`src/rtl/bme_pkg.sv`:
```
package bme_pkg;

  localparam int unsigned PHASES = 3;

  localparam logic [2:0] CFG_EMF_CONSTANT       = 3'd0;
  localparam logic [2:0] CFG_WINDING_RESISTANCE = 3'd1;
  localparam logic [2:0] CFG_INVERSE_INDUCTANCE = 3'd2;
  localparam logic [2:0] CFG_CURRENT_LIMIT      = 3'd3;
  localparam logic [2:0] CFG_FRICTION_GAIN      = 3'd4;
  localparam logic [2:0] CFG_TIME_STEP          = 3'd5;

  typedef struct packed {
    logic [30:0] emf_constant;
    logic [30:0] winding_resistance;
    logic [30:0] inverse_inductance;
    logic [30:0] current_limit;
    logic [30:0] friction_gain;
    logic [31:0] time_step;
  } cfg_t;

  typedef struct packed {
    logic signed [31:0]        speed;
    logic [PHASES-1:0][31:0]   volt;
    logic signed [31:0]        load;
    logic [PHASES-1:0]         emf_neg;
    logic                      still;
  } item_t;

  typedef enum logic [3:0] {
    ST_IDLE, ST_EMF, ST_DROP, ST_DIFF, ST_RATE, ST_RATEW, ST_DI, ST_NEXT,
    ST_PROD, ST_DIV, ST_DIVW, ST_FRIC, ST_TORQ
  } state_e;

  function automatic logic signed [31:0] sat32(input logic signed [67:0] v);
    if (v > 68'sd2147483647) begin
      return 32'sh7fffffff;
    end else if (v < -68'sd2147483648) begin
      return 32'sh80000000;
    end
    return v[31:0];
  endfunction

endpackage

```
`src/rtl/bme_front.sv`:
```
module bme_front
  import bme_pkg::*;
#(
  parameter int unsigned ANGLE_BITS = 16
) (
  input  logic               clk_i,
  input  logic               rst_ni,
  input  logic               in_valid_i,
  output logic               in_ready_o,
  input  logic [15:0]        rotor_angle_i,
  input  logic signed [31:0] rotor_speed_i,
  input  logic signed [31:0] volt_a_i,
  input  logic signed [31:0] volt_b_i,
  input  logic signed [31:0] volt_c_i,
  input  logic signed [31:0] load_torque_i,
  output logic               item_valid_o,
  output item_t              item_o,
  input  logic               item_pop_i
);

  localparam int unsigned QW = ANGLE_BITS + 3;
  localparam logic [QW-1:0] FULL = QW'(1) << ANGLE_BITS;

  logic [ANGLE_BITS-1:0] angle;
  logic [QW-1:0]         pos [PHASES];
  item_t                 item_d;
  item_t                 fifo_q [2];
  logic                  wr_ptr_q, rd_ptr_q;
  logic [1:0]            count_q;
  logic                  push;

  always_comb begin
    angle = ANGLE_BITS'({{(ANGLE_BITS > 16 ? ANGLE_BITS - 16 : 1){1'b0}}, rotor_angle_i});
    for (int p = 0; p < PHASES; p++) begin
      pos[p] = QW'(3) * QW'(angle) + QW'(p) * FULL;
      if (pos[p] >= QW'(3) * FULL) begin
        pos[p] = pos[p] - QW'(3) * FULL;
      end
      item_d.emf_neg[p] = (pos[p] >= FULL) && (pos[p] < QW'(2) * FULL);
    end
    item_d.speed   = rotor_speed_i;
    item_d.volt[0] = volt_a_i;
    item_d.volt[1] = volt_b_i;
    item_d.volt[2] = volt_c_i;
    item_d.load    = load_torque_i;
    item_d.still   = (rotor_speed_i == 32'sd0);
  end

  assign in_ready_o   = (count_q != 2'd2);
  assign push         = in_valid_i && in_ready_o;
  assign item_valid_o = (count_q != 2'd0);
  assign item_o       = fifo_q[rd_ptr_q];

  always_ff @(posedge clk_i) begin
    if (push) begin
      fifo_q[wr_ptr_q] <= item_d;
    end
  end

  always_ff @(posedge clk_i or negedge rst_ni) begin
    if (!rst_ni) begin
      wr_ptr_q <= 1'b0;
      rd_ptr_q <= 1'b0;
      count_q  <= 2'd0;
    end else begin
      if (push) begin
        wr_ptr_q <= ~wr_ptr_q;
      end
      if (item_pop_i) begin
        rd_ptr_q <= ~rd_ptr_q;
      end
      count_q <= count_q + 2'(push) - 2'(item_pop_i);
    end
  end

endmodule

```
`config.mk`:
```
export PLATFORM = sky130hd
export DESIGN_NAME = bme_front
export DESIGN_NICKNAME = d
export VERILOG_FILES = /design/src/rtl/bme_pkg.sv /design/src/rtl/bme_front.sv
export SDC_FILE = /design/constraint.sdc
export NUM_CORES = 1
export LEC_CHECK = 0
export ABC_AREA = 1
export CAP_MARGIN = 20
export CORE_MARGIN = 3
export CORE_UTILIZATION = 35
export CTS_CLUSTER_DIAMETER = 150
export CTS_CLUSTER_SIZE = 24
export DETAILED_ROUTE_END_ITERATION = 10
export DONT_BUFFER_PORTS = 1
export PLACE_DENSITY = 0.47
export SYNTH_ARGS = -nofsm -noshare
export SYNTH_HDL_FRONTEND = slang
export SYNTH_SLANG_ARGS = --single-unit
```
`constraint.sdc`:
```
create_clock -name clk_i -period 7.3 [get_ports clk_i]
set_input_delay 1.825 -clock clk_i [delete_from_list [all_inputs] [get_ports clk_i]]
set_output_delay 1.825 -clock clk_i [all_outputs]
set_load 0.01 [all_outputs]
```
==> results of run 1 <==
[power groups by stage]
stage | Clock [mW] | Combinational, mW | Sequential [mW]
floorplan | 0 | 1.18 | 2.76
global placement | 0 | 1.53 | 2.71
detailed placement | 0 | 1.55 | 2.73
CTS | 1.07 | 1.56 | 2.69
global route | 1.15 | 1.63 | 2.72
finish | 1.02 | 1.50 | 2.68
[area by class of cell]
type / count / area [um2]
Fill cell: 3381 / 22600
Multi-Input combinational cell: 383 / 3130
Clock inverter: 2 / 38.8
Clock buffer: 24 / 452
Tap cell: 504 / 631
Sequential cell: 332 / 9950
Timing Repair Buffer: 7 / 65.1
Inverter: 56 / 210
[synth_stat cells]
library cell / count
xnor2_1: 3
nor2_4: 1
and2_1: 1
a21oi_2: 2
fa_1: 1
edfxtp_1: 328
nand3_2: 3
inv_2: 1
nor3_1: 2
nand3_1: 23
a21o_1: 1
clkbuf_1: 18
or2_2: 2
nor2_1: 19
o21ai_1: 1
nand3b_1: 1
mux2_2: 164
dfrtp_1: 4
xor2_1: 2
a21oi_1: 11
nor2_2: 7
nand2_1: 90
nand4_1: 8
a21oi_4: 1
inv_1: 55
o31ai_1: 1
ha_1: 25
nand2_2: 5
o21ai_0: 1
nor4_1: 8
[layer usage]
layer	part of all wire, %	vias up	routed length [um]
met2	50	246	13800
met5	0	-	0
met3	12	27	3320
met4	1.3	0	368
li1	-	2929	-
met1	37	3201	10200
[final timing paths]
check / to / slack, ps / cells after the start
min in group asynchronous: rd_ptr_q / 1000 / 0
hold reg to reg: count_q[0] / 570 / 1
max in group asynchronous: rd_ptr_q / 6220 / 0
setup / recovery: fifo_q[1][1] / 3110 / 16
hold / removal: count_q[0] / 570 / 1
setup reg to reg: fifo_q[0][69] / 4420 / 5
[logic make-up (layout without fill, tap and decap cells)]
family          Yosys count  in the layout  share of synthesized area [%]
simple gates            170            170                           5.82
fa+ha+maj                26             26                           2.49
compound gates           18             18                          0.853
mux                     164            164                           13.8
xor+xnor                  5              5                          0.328
buf+inv                  74             89                           2.08
flops                   332            332                           74.6
[through the flow]
step	setup slack (ps)	utilization, %
detailed placement	2610	37.8
CTS	3150	39.1
finish	3110	39.1
global route	2750	39.1
global placement	2860	37.8
floorplan	634	-
[flip-flops by register name (all words and copies together) (netlist names)]
register	flops
wr_ptr_q	1
fifo_q	328
count_q	2
rd_ptr_q	1
[worst reg2reg max path, delay by kind of cell, from the launching register on]
kind                   cells  cell delay [ps]
buffers and inverters      2             1450
and+or+nand+nor            3              560
DFF                        1              420
==> flow_summary.html, run 1 <==
<table>
<tr><th>Metric</th><th>Value</th></tr>
<tr><th colspan="2">Power and ir drop</th></tr>
<tr><td>Overall power</td><td>5.21 mW</td></tr>
<tr><td>Internal power</td><td>3.60 mW</td></tr>
<tr><td>Share of power burned in combinational logic</td><td>28.9%</td></tr>
<tr><td>Peak ir drop on the vdd network</td><td>0.195 mV</td></tr>
<tr><td>Sequential Power Share</td><td>around half</td></tr>
<tr><td>Leakage power figure</td><td>4.92 nW</td></tr>
<tr><td>Clk network pwr share</td><td>19.6%</td></tr>
<tr><td>Switching power total</td><td>about 1.6 mW</td></tr>
<tr><td>PD cells</td><td>360 nW/um2</td></tr>
<tr><td>Switching portion of total power</td><td>approximately 31%</td></tr>
<tr><th colspan="2">Timing</th></tr>
<tr><td>Final count of pins violating max slew</td><td>0</td></tr>
<tr><td>Setup skew after layout</td><td>around 14 ps</td></tr>
<tr><td>Setup violation total in the final timing report</td><td>0</td></tr>
<tr><td>Min Clock Period, post-route</td><td>4190 ps</td></tr>
<tr><td>Relative slew slack</td><td>34.3%</td></tr>
<tr><td>Crit share post-route</td><td>about 57%</td></tr>
<tr><td>TNS Setup</td><td>0 ps</td></tr>
<tr><td>RSZ-0062 raised after global routing</td><td>no</td></tr>
<tr><td>Final-layout worst hold slack</td><td>approximately 570 ps</td></tr>
<tr><td>Count of endpoints failing hold in the final timing report</td><td>0</td></tr>
<tr><td>Worst slew pin tran</td><td>slightly below 1000 ps</td></tr>
<tr><td>Fmax achieved</td><td>239 MHz</td></tr>
<tr><th colspan="2">Critical path</th></tr>
<tr><td>Kind of critical path</td><td>input port to flip-flop</td></tr>
<tr><td>Reg2Reg Launch Point</td><td>count_q[1]</td></tr>
<tr><td>Worst endpoint required time</td><td>between 7000 and 8000 ps</td></tr>
<tr><td>Cells along the critical path</td><td>ha_1 -&gt; fa_1 -&gt; nand2_2 -&gt; nand2_1 -&gt; nand3_1 -&gt; nand2_1 -&gt; nand3_1 -&gt; nand2_1 -&gt; a21oi_1 -&gt; inv_1 -&gt; ha_1 -&gt; inv_1 -&gt; nor2_1 -&gt; nand4_1 -&gt; o21ai_0 -&gt; a21oi_1</td></tr>
<tr><td>Crit-path leading delay family</td><td>adder cells</td></tr>
<tr><td>Data arrival, critical path</td><td>4520 ps</td></tr>
<tr><td>Slowest cell delay on critical path</td><td>550 ps</td></tr>
<tr><td>Setup crit start kind</td><td>input port</td></tr>
<tr><td>Number of buffer and inverter instances along the worst setup path</td><td>2</td></tr>
<tr><td>Startpoint of the worst setup timing path</td><td>rotor_angle_i[0]</td></tr>
<tr><td>Largest fanout on the critical path</td><td>9</td></tr>
<tr><td>Critical path capture point type</td><td>flip-flop</td></tr>
<tr><td>Cell seen most often among critical-path stages</td><td>nand2_1</td></tr>
<tr><td>Slowest cell on the critical path</td><td>a21oi_1</td></tr>
<tr><th colspan="2">Synthesis</th></tr>
<tr><td>Cell type with the highest aggregate area in the netlist</td><td>edfxtp_1</td></tr>
<tr><td>Register area share after synthesis</td><td>74.6%</td></tr>
<tr><td>Synth Instances</td><td>789</td></tr>
<tr><td>Post-synthesis net count</td><td>between 900 and 1000</td></tr>
<tr><td>Top-area cell type share of the netlist area</td><td>73.8%</td></tr>
<tr><td>Avg Synthesized Cell Area</td><td>16.9 um2</td></tr>
<tr><td>Largest cells by area after synthesis</td><td>edfxtp_1, mux2_2, nand2_1, ha_1, inv_1</td></tr>
<tr><td>Summed instance area of the synthesized netlist</td><td>13300 um2</td></tr>
<tr><td>Unique masters post-synth</td><td>30</td></tr>
<tr><td>Seq cells post-synth</td><td>332</td></tr>
<tr><td>Total of warnings raised by yosys</td><td>0</td></tr>
<tr><th colspan="2">Finish</th></tr>
<tr><td>Most common library cell in the layout ignoring fill and taps</td><td>edfxtp_1</td></tr>
<tr><td>Commonest cells after routing, fill and taps aside</td><td>edfxtp_1, mux2_2, nand2_1, inv_1, ha_1</td></tr>
<tr><td>Relative area change from synthesis to final layout</td><td>8.52%</td></tr>
<tr><td>Net total in the final layout</td><td>1003</td></tr>
<tr><td>Final std cells w/o fill</td><td>1308</td></tr>
<tr><td>Final standard cell area without fillers</td><td>14500 um2</td></tr>
<tr><td>Count of inserted antenna diode cells</td><td>0</td></tr>
<tr><td>Layout cells sized above 1</td><td>26.7%</td></tr>
<tr><th colspan="2">Run</th></tr>
<tr><td>Max cap viols</td><td>0</td></tr>
<tr><th colspan="2">Place</th></tr>
<tr><td>Routability congestion estimate</td><td>0.836</td></tr>
<tr><td>Area after DPL</td><td>between 10000 and 15000 um2</td></tr>
<tr><td>Port Buffer Count</td><td>0</td></tr>
<tr><td>Post-detailed-placement half-perimeter wirelength</td><td>19.5 mm</td></tr>
<tr><td>Placed cells</td><td>1282</td></tr>
<tr><th colspan="2">Die</th></tr>
<tr><td>Standard-cell row count</td><td>70</td></tr>
<tr><td>Top-level I/O count</td><td>346</td></tr>
<tr><td>Die H</td><td>approximately 200 um</td></tr>
<tr><td>Die extent in x</td><td>201 um</td></tr>
<tr><td>Starting utilization of the core area</td><td>36.0%</td></tr>
<tr><td>Core footprint</td><td>37000 um2</td></tr>
<tr><td>Die outline area</td><td>40500 um2</td></tr>
<tr><th colspan="2">Clock tree</th></tr>
<tr><td>Clock transition at the registers of the reported paths</td><td>90 ps</td></tr>
<tr><td>Clock network latency to the later pin of the worst-skew pair</td><td>510 ps</td></tr>
<tr><td>H-tree levels</td><td>1</td></tr>
<tr><td>Buffer count from post-CTS setup fixing</td><td>0</td></tr>
<tr><td>CTS tree</td><td>done</td></tr>
<tr><td>Cts repair resizes</td><td>0</td></tr>
<tr><td>TritonCTS Buffers</td><td>17</td></tr>
<tr><td>Cts hold-fix bufs</td><td>0</td></tr>
<tr><td>Clock tree sinks</td><td>332</td></tr>
<tr><td>Clock root buffer</td><td>clkbuf_16</td></tr>
<tr><td>Maximum root-to-sink buffer count</td><td>3</td></tr>
<tr><th colspan="2">Detailed routing</th></tr>
<tr><td>Number of routed nets with antenna violations</td><td>0</td></tr>
<tr><td>Total detailed-routing wirelength</td><td>27.7 mm</td></tr>
<tr><td>Routed vias/inst</td><td>4.90</td></tr>
<tr><td>Detailed router's first-iteration violation count</td><td>308</td></tr>
<tr><td>DR pass1 iterations</td><td>4</td></tr>
<tr><td>Drt drc</td><td>0</td></tr>
<tr><td>Routed length per instance</td><td>approximately 21 um</td></tr>
<tr><td>Via total after detailed routing</td><td>6403</td></tr>
<tr><th colspan="2">Global routing</th></tr>
<tr><td>Met1 Track Usage GR</td><td>14.7%</td></tr>
<tr><td>Global-route wire length before repair</td><td>about 41 mm</td></tr>
<tr><td>Global routing met2 resource utilization</td><td>roughly 22%</td></tr>
<tr><td>Total routing resource utilization after global routing</td><td>13.0%</td></tr>
<tr><td>Initial antenna violation count</td><td>0</td></tr>
<tr><td>Vias in the first global route</td><td>6606</td></tr>
<tr><td>Global routing met3 resource utilization</td><td>under 10%</td></tr>
<tr><td>Layer with the highest usage</td><td>met2</td></tr>
<tr><td>Gr ovfl total</td><td>0</td></tr>
<tr><td>Maximum number of pins on one net before global-route repair</td><td>166</td></tr>
<tr><th colspan="2">Status</th></tr>
<tr><td>Run status</td><td>finished, final reports clean</td></tr>
<tr><th colspan="2">Min path</th></tr>
<tr><td>Source of the worst hold timing path</td><td>count_q[0]</td></tr>
<tr><td>Path category of the worst min-delay check</td><td>flip-flop to flip-flop</td></tr>
</table>
(Power assumes the default switching activity.)
==> inputs of run 2 (changes only) <==
PLACE_DENSITY = 0.45   (was 0.47)
clock period = 4.1 ns   (was 7.3 ns; I/O delays follow)
==> flow_summary.html, run 2 (same netlist as run 1, synthesis figures left out) <==
<table>
<tr><th>Metric</th><th>Value</th></tr>
<tr><th colspan="2">Critical path</th></tr>
<tr><td>Length in cells of the worst reg-to-reg path</td><td>4 (was 5)</td></tr>
<tr><td>Setup crit start kind</td><td>flip-flop (was input port)</td></tr>
<tr><td>Startpoint of the worst setup timing path</td><td>rd_ptr_q (was rotor_angle_i[0])</td></tr>
<tr><td>Critical path capture point type</td><td>output port (was flip-flop)</td></tr>
<tr><td>Terminus of the critical flop-to-flop path</td><td>fifo_q[1][33] (was fifo_q[0][69])</td></tr>
<tr><td>R2r setup slk</td><td>1890 ps (was 4420 ps)</td></tr>
<tr><td>Worst endpoint required time</td><td>3070 ps (was 7630 ps)</td></tr>
<tr><td>Kind of critical path</td><td>flip-flop to output port (was input port to flip-flop)</td></tr>
<tr><td>Reg2Reg Launch Point</td><td>count_q[1] (unchanged)</td></tr>
<tr><td>Largest fanout on the critical path</td><td>55 (was 9)</td></tr>
<tr><td>Data arrival, critical path</td><td>2370 ps (was 4520 ps)</td></tr>
<tr><th colspan="2">Timing</th></tr>
<tr><td>Fmax achieved</td><td>295 MHz</td></tr>
<tr><td>Final count of pins violating max slew</td><td>0 (unchanged)</td></tr>
<tr><td>Setup violation total in the final timing report</td><td>0 (unchanged)</td></tr>
<tr><td>Worst slew pin tran</td><td>1020 ps (was 986 ps)</td></tr>
<tr><td>Setup skew after layout</td><td>10.3 ps (was 14.3 ps)</td></tr>
<tr><td>Relative slew slack</td><td>31.9% (was 34.3%)</td></tr>
<tr><td>RSZ-0062 raised after global routing</td><td>no (unchanged)</td></tr>
<tr><td>Crit share post-route</td><td>a little over 80%</td></tr>
<tr><td>Setup ws final</td><td>707 ps (was 3110 ps)</td></tr>
<tr><td>Count of endpoints failing hold in the final timing report</td><td>0 (unchanged)</td></tr>
<tr><td>Min Clock Period, post-route</td><td>3390 ps</td></tr>
<tr><td>TNS Setup</td><td>0 ps (unchanged)</td></tr>
<tr><th colspan="2">Power and ir drop</th></tr>
<tr><td>Sequential Power Share</td><td>52.1% (was 51.5%)</td></tr>
<tr><td>PD cells</td><td>643 nW/um2 (was 360 nW/um2)</td></tr>
<tr><td>Switching portion of total power</td><td>31.1% (was 30.8%)</td></tr>
<tr><td>Internal power</td><td>6.46 mW (was 3.60 mW)</td></tr>
<tr><td>Clk network pwr share</td><td>19.1% (was 19.6%)</td></tr>
<tr><td>Overall power</td><td>9.38 mW (was 5.21 mW)</td></tr>
<tr><td>Peak ir drop on the vdd network</td><td>0.341 mV (was 0.195 mV)</td></tr>
<tr><td>Leakage power figure</td><td>4.97 nW (was 4.92 nW)</td></tr>
<tr><td>Switching power total</td><td>2.92 mW (was 1.60 mW)</td></tr>
<tr><td>Share of power burned in combinational logic</td><td>28.8% (was 28.9%)</td></tr>
<tr><th colspan="2">Global routing</th></tr>
<tr><td>Global-route wire length before repair</td><td>43.0 mm (was 41.2 mm)</td></tr>
<tr><td>Total routing resource utilization after global routing</td><td>13.8% (was 13.0%)</td></tr>
<tr><td>Maximum number of pins on one net before global-route repair</td><td>91 (was 166)</td></tr>
<tr><td>Gr ovfl total</td><td>0 (unchanged)</td></tr>
<tr><td>Initial antenna violation count</td><td>0 (unchanged)</td></tr>
<tr><td>Vias in the first global route</td><td>6650 (was 6606)</td></tr>
<tr><th colspan="2">Detailed routing</th></tr>
<tr><td>Routed length per instance</td><td>22.3 um (was 21.2 um)</td></tr>
<tr><td>Via total after detailed routing</td><td>6418 (was 6403)</td></tr>
<tr><td>DR pass1 iterations</td><td>4 (unchanged)</td></tr>
<tr><td>Drt drc</td><td>0 (unchanged)</td></tr>
<tr><td>Routed vias/inst</td><td>4.90 (about the same)</td></tr>
<tr><td>Detailed router's first-iteration violation count</td><td>267 (was 308)</td></tr>
<tr><td>Total detailed-routing wirelength</td><td>29.2 mm (was 27.7 mm)</td></tr>
<tr><td>Number of routed nets with antenna violations</td><td>0 (unchanged)</td></tr>
<tr><th colspan="2">Finish</th></tr>
<tr><td>Largest registers</td><td>fifo_q (328), count_q (2) (unchanged)</td></tr>
<tr><td>Most flops, register</td><td>fifo_q (unchanged)</td></tr>
<tr><td>Count of inserted antenna diode cells</td><td>0 (unchanged)</td></tr>
<tr><td>Commonest cells after routing, fill and taps aside</td><td>edfxtp_1, mux2_2, nand2_1, inv_1, ha_1 (unchanged)</td></tr>
<tr><td>Layout cells sized above 1</td><td>27.8% (was 26.7%)</td></tr>
<tr><td>Relative area change from synthesis to final layout</td><td>9.21% (was 8.52%)</td></tr>
<tr><td>Number of filler instances in the final layout</td><td>3342 (was 3381)</td></tr>
<tr><td>Most common library cell in the layout ignoring fill and taps</td><td>edfxtp_1 (unchanged)</td></tr>
<tr><td>Number of flip-flops in the largest register</td><td>328 (unchanged)</td></tr>
<tr><td>Net total in the final layout</td><td>1012 (was 1003)</td></tr>
<tr><td>Final std cells w/o fill</td><td>1310 (was 1308)</td></tr>
<tr><th colspan="2">Die</th></tr>
<tr><td>Starting utilization of the core area</td><td>36.0% (unchanged)</td></tr>
<tr><td>Top-level I/O count</td><td>346 (unchanged)</td></tr>
<tr><td>Core footprint</td><td>37000 um2 (unchanged)</td></tr>
<tr><td>Standard-cell row count</td><td>70 (unchanged)</td></tr>
<tr><td>Die extent in x</td><td>201 um (unchanged)</td></tr>
<tr><td>Die H</td><td>201 um (unchanged)</td></tr>
<tr><td>Die outline area</td><td>40500 um2 (unchanged)</td></tr>
<tr><th colspan="2">Status</th></tr>
<tr><td>Run status</td><td>finished, final reports clean (unchanged)</td></tr>
<tr><th colspan="2">Min path</th></tr>
<tr><td>Path category of the worst min-delay check</td><td>input port to asynchronous set/reset pin (was flip-flop to flip-flop)</td></tr>
<tr><th colspan="2">Clock tree</th></tr>
<tr><td>Clock transition at the registers of the reported paths</td><td>90 ps (about the same)</td></tr>
<tr><td>Cts repair resizes</td><td>0 (unchanged)</td></tr>
<tr><td>H-tree levels</td><td>1 (unchanged)</td></tr>
<tr><td>CTS tree</td><td>done (unchanged)</td></tr>
<tr><td>Clock tree sinks</td><td>332 (unchanged)</td></tr>
<tr><td>TritonCTS Buffers</td><td>17 (unchanged)</td></tr>
<tr><td>Clock network latency to the later pin of the worst-skew pair</td><td>510 ps (about the same)</td></tr>
<tr><td>Cts hold-fix bufs</td><td>0 (unchanged)</td></tr>
<tr><td>Buffer count from post-CTS setup fixing</td><td>0 (unchanged)</td></tr>
<tr><td>Maximum root-to-sink buffer count</td><td>3 (unchanged)</td></tr>
<tr><td>Clock root buffer</td><td>clkbuf_16 (unchanged)</td></tr>
<tr><th colspan="2">Run</th></tr>
<tr><td>Max cap viols</td><td>0 (unchanged)</td></tr>
<tr><th colspan="2">Place</th></tr>
<tr><td>Port Buffer Count</td><td>0 (unchanged)</td></tr>
<tr><td>Placed cells</td><td>1291 (was 1282)</td></tr>
<tr><td>Post-detailed-placement half-perimeter wirelength</td><td>21.2 mm (was 19.5 mm)</td></tr>
<tr><td>Routability congestion estimate</td><td>0.888 (was 0.836)</td></tr>
<tr><td>Minimum setup slack after placement</td><td>566 ps (was 2610 ps)</td></tr>
</table>
[run 2: cell count changes in the layout (fill, tap and decap cells not counted), sizes merged]
cell    change
buf         +9
clkbuf      -7
[run 2: critical path: stages (launching register included)]
cell and delay [ps]:
dfrtp_4 990, buf_4 420, mux2_2 420
[run 2: worst max-delay path by stage]
stage	to	slack, ps	cells past startpoint
floorplan	fifo_q[1][0]	-1770	2
global placement	fifo_q[0][3]	690	18
detailed placement	fifo_q[0][2]	570	17
CTS	item_o[107]	580	2
global route	item_o[107]	530	2
finish	item_o[107]	710	2
[run 2: cell type report]
cell class,count,area [um2],area share [%]
clock buffer,17,425,2.92
clock inverter,2,38.8,0.266
inverter,56,210,1.44
multi-input combinational,383,3130,21.5
sequential,332,9950,68.3
tap,504,631,4.33
timing repair buffer,16,183,1.25
[run 2: power by group through the flow]
stage / Sequential (mW) / Clock [mW] / Combinational, mW
floorplan: 4.92 / 0 / 2.09
global placement: 4.95 / 0 / 2.76
detailed placement: 4.99 / 0 / 2.78
CTS: 4.91 / 1.89 / 2.79
global route: 4.96 / 2.01 / 2.91
finish: 4.88 / 1.79 / 2.70
[run 2: metal layers]
| layer | global-route usage, % | part of all wire, % | up-vias | wire length (um) |
|---|---|---|---|---|
| li1 | - | - | 2940 | - |
| met1 | 15.1 | 37 | 3233 | 10700 |
| met2 | 25.0 | 52 | 213 | 15200 |
| met3 | 5.47 | 9.1 | 32 | 2660 |
| met4 | 3.46 | 2.4 | 0 | 702 |
| met5 | 0 | 0 | - | 0 |
[run 2: through the flow]
| step | cell area, um2 | utilization (%) | hold slack, ps |
|---|---|---|---|
| after floorplan | 13300 | - | 492 |
| after global placement | 14100 | 38.1 | 503 |
| after detailed placement | 14100 | 38.1 | 530 |
| after CTS | 14600 | 39.3 | 163 |
| after global routing | 14600 | 39.3 | 162 |
| final | 14600 | 39.3 | 203 |
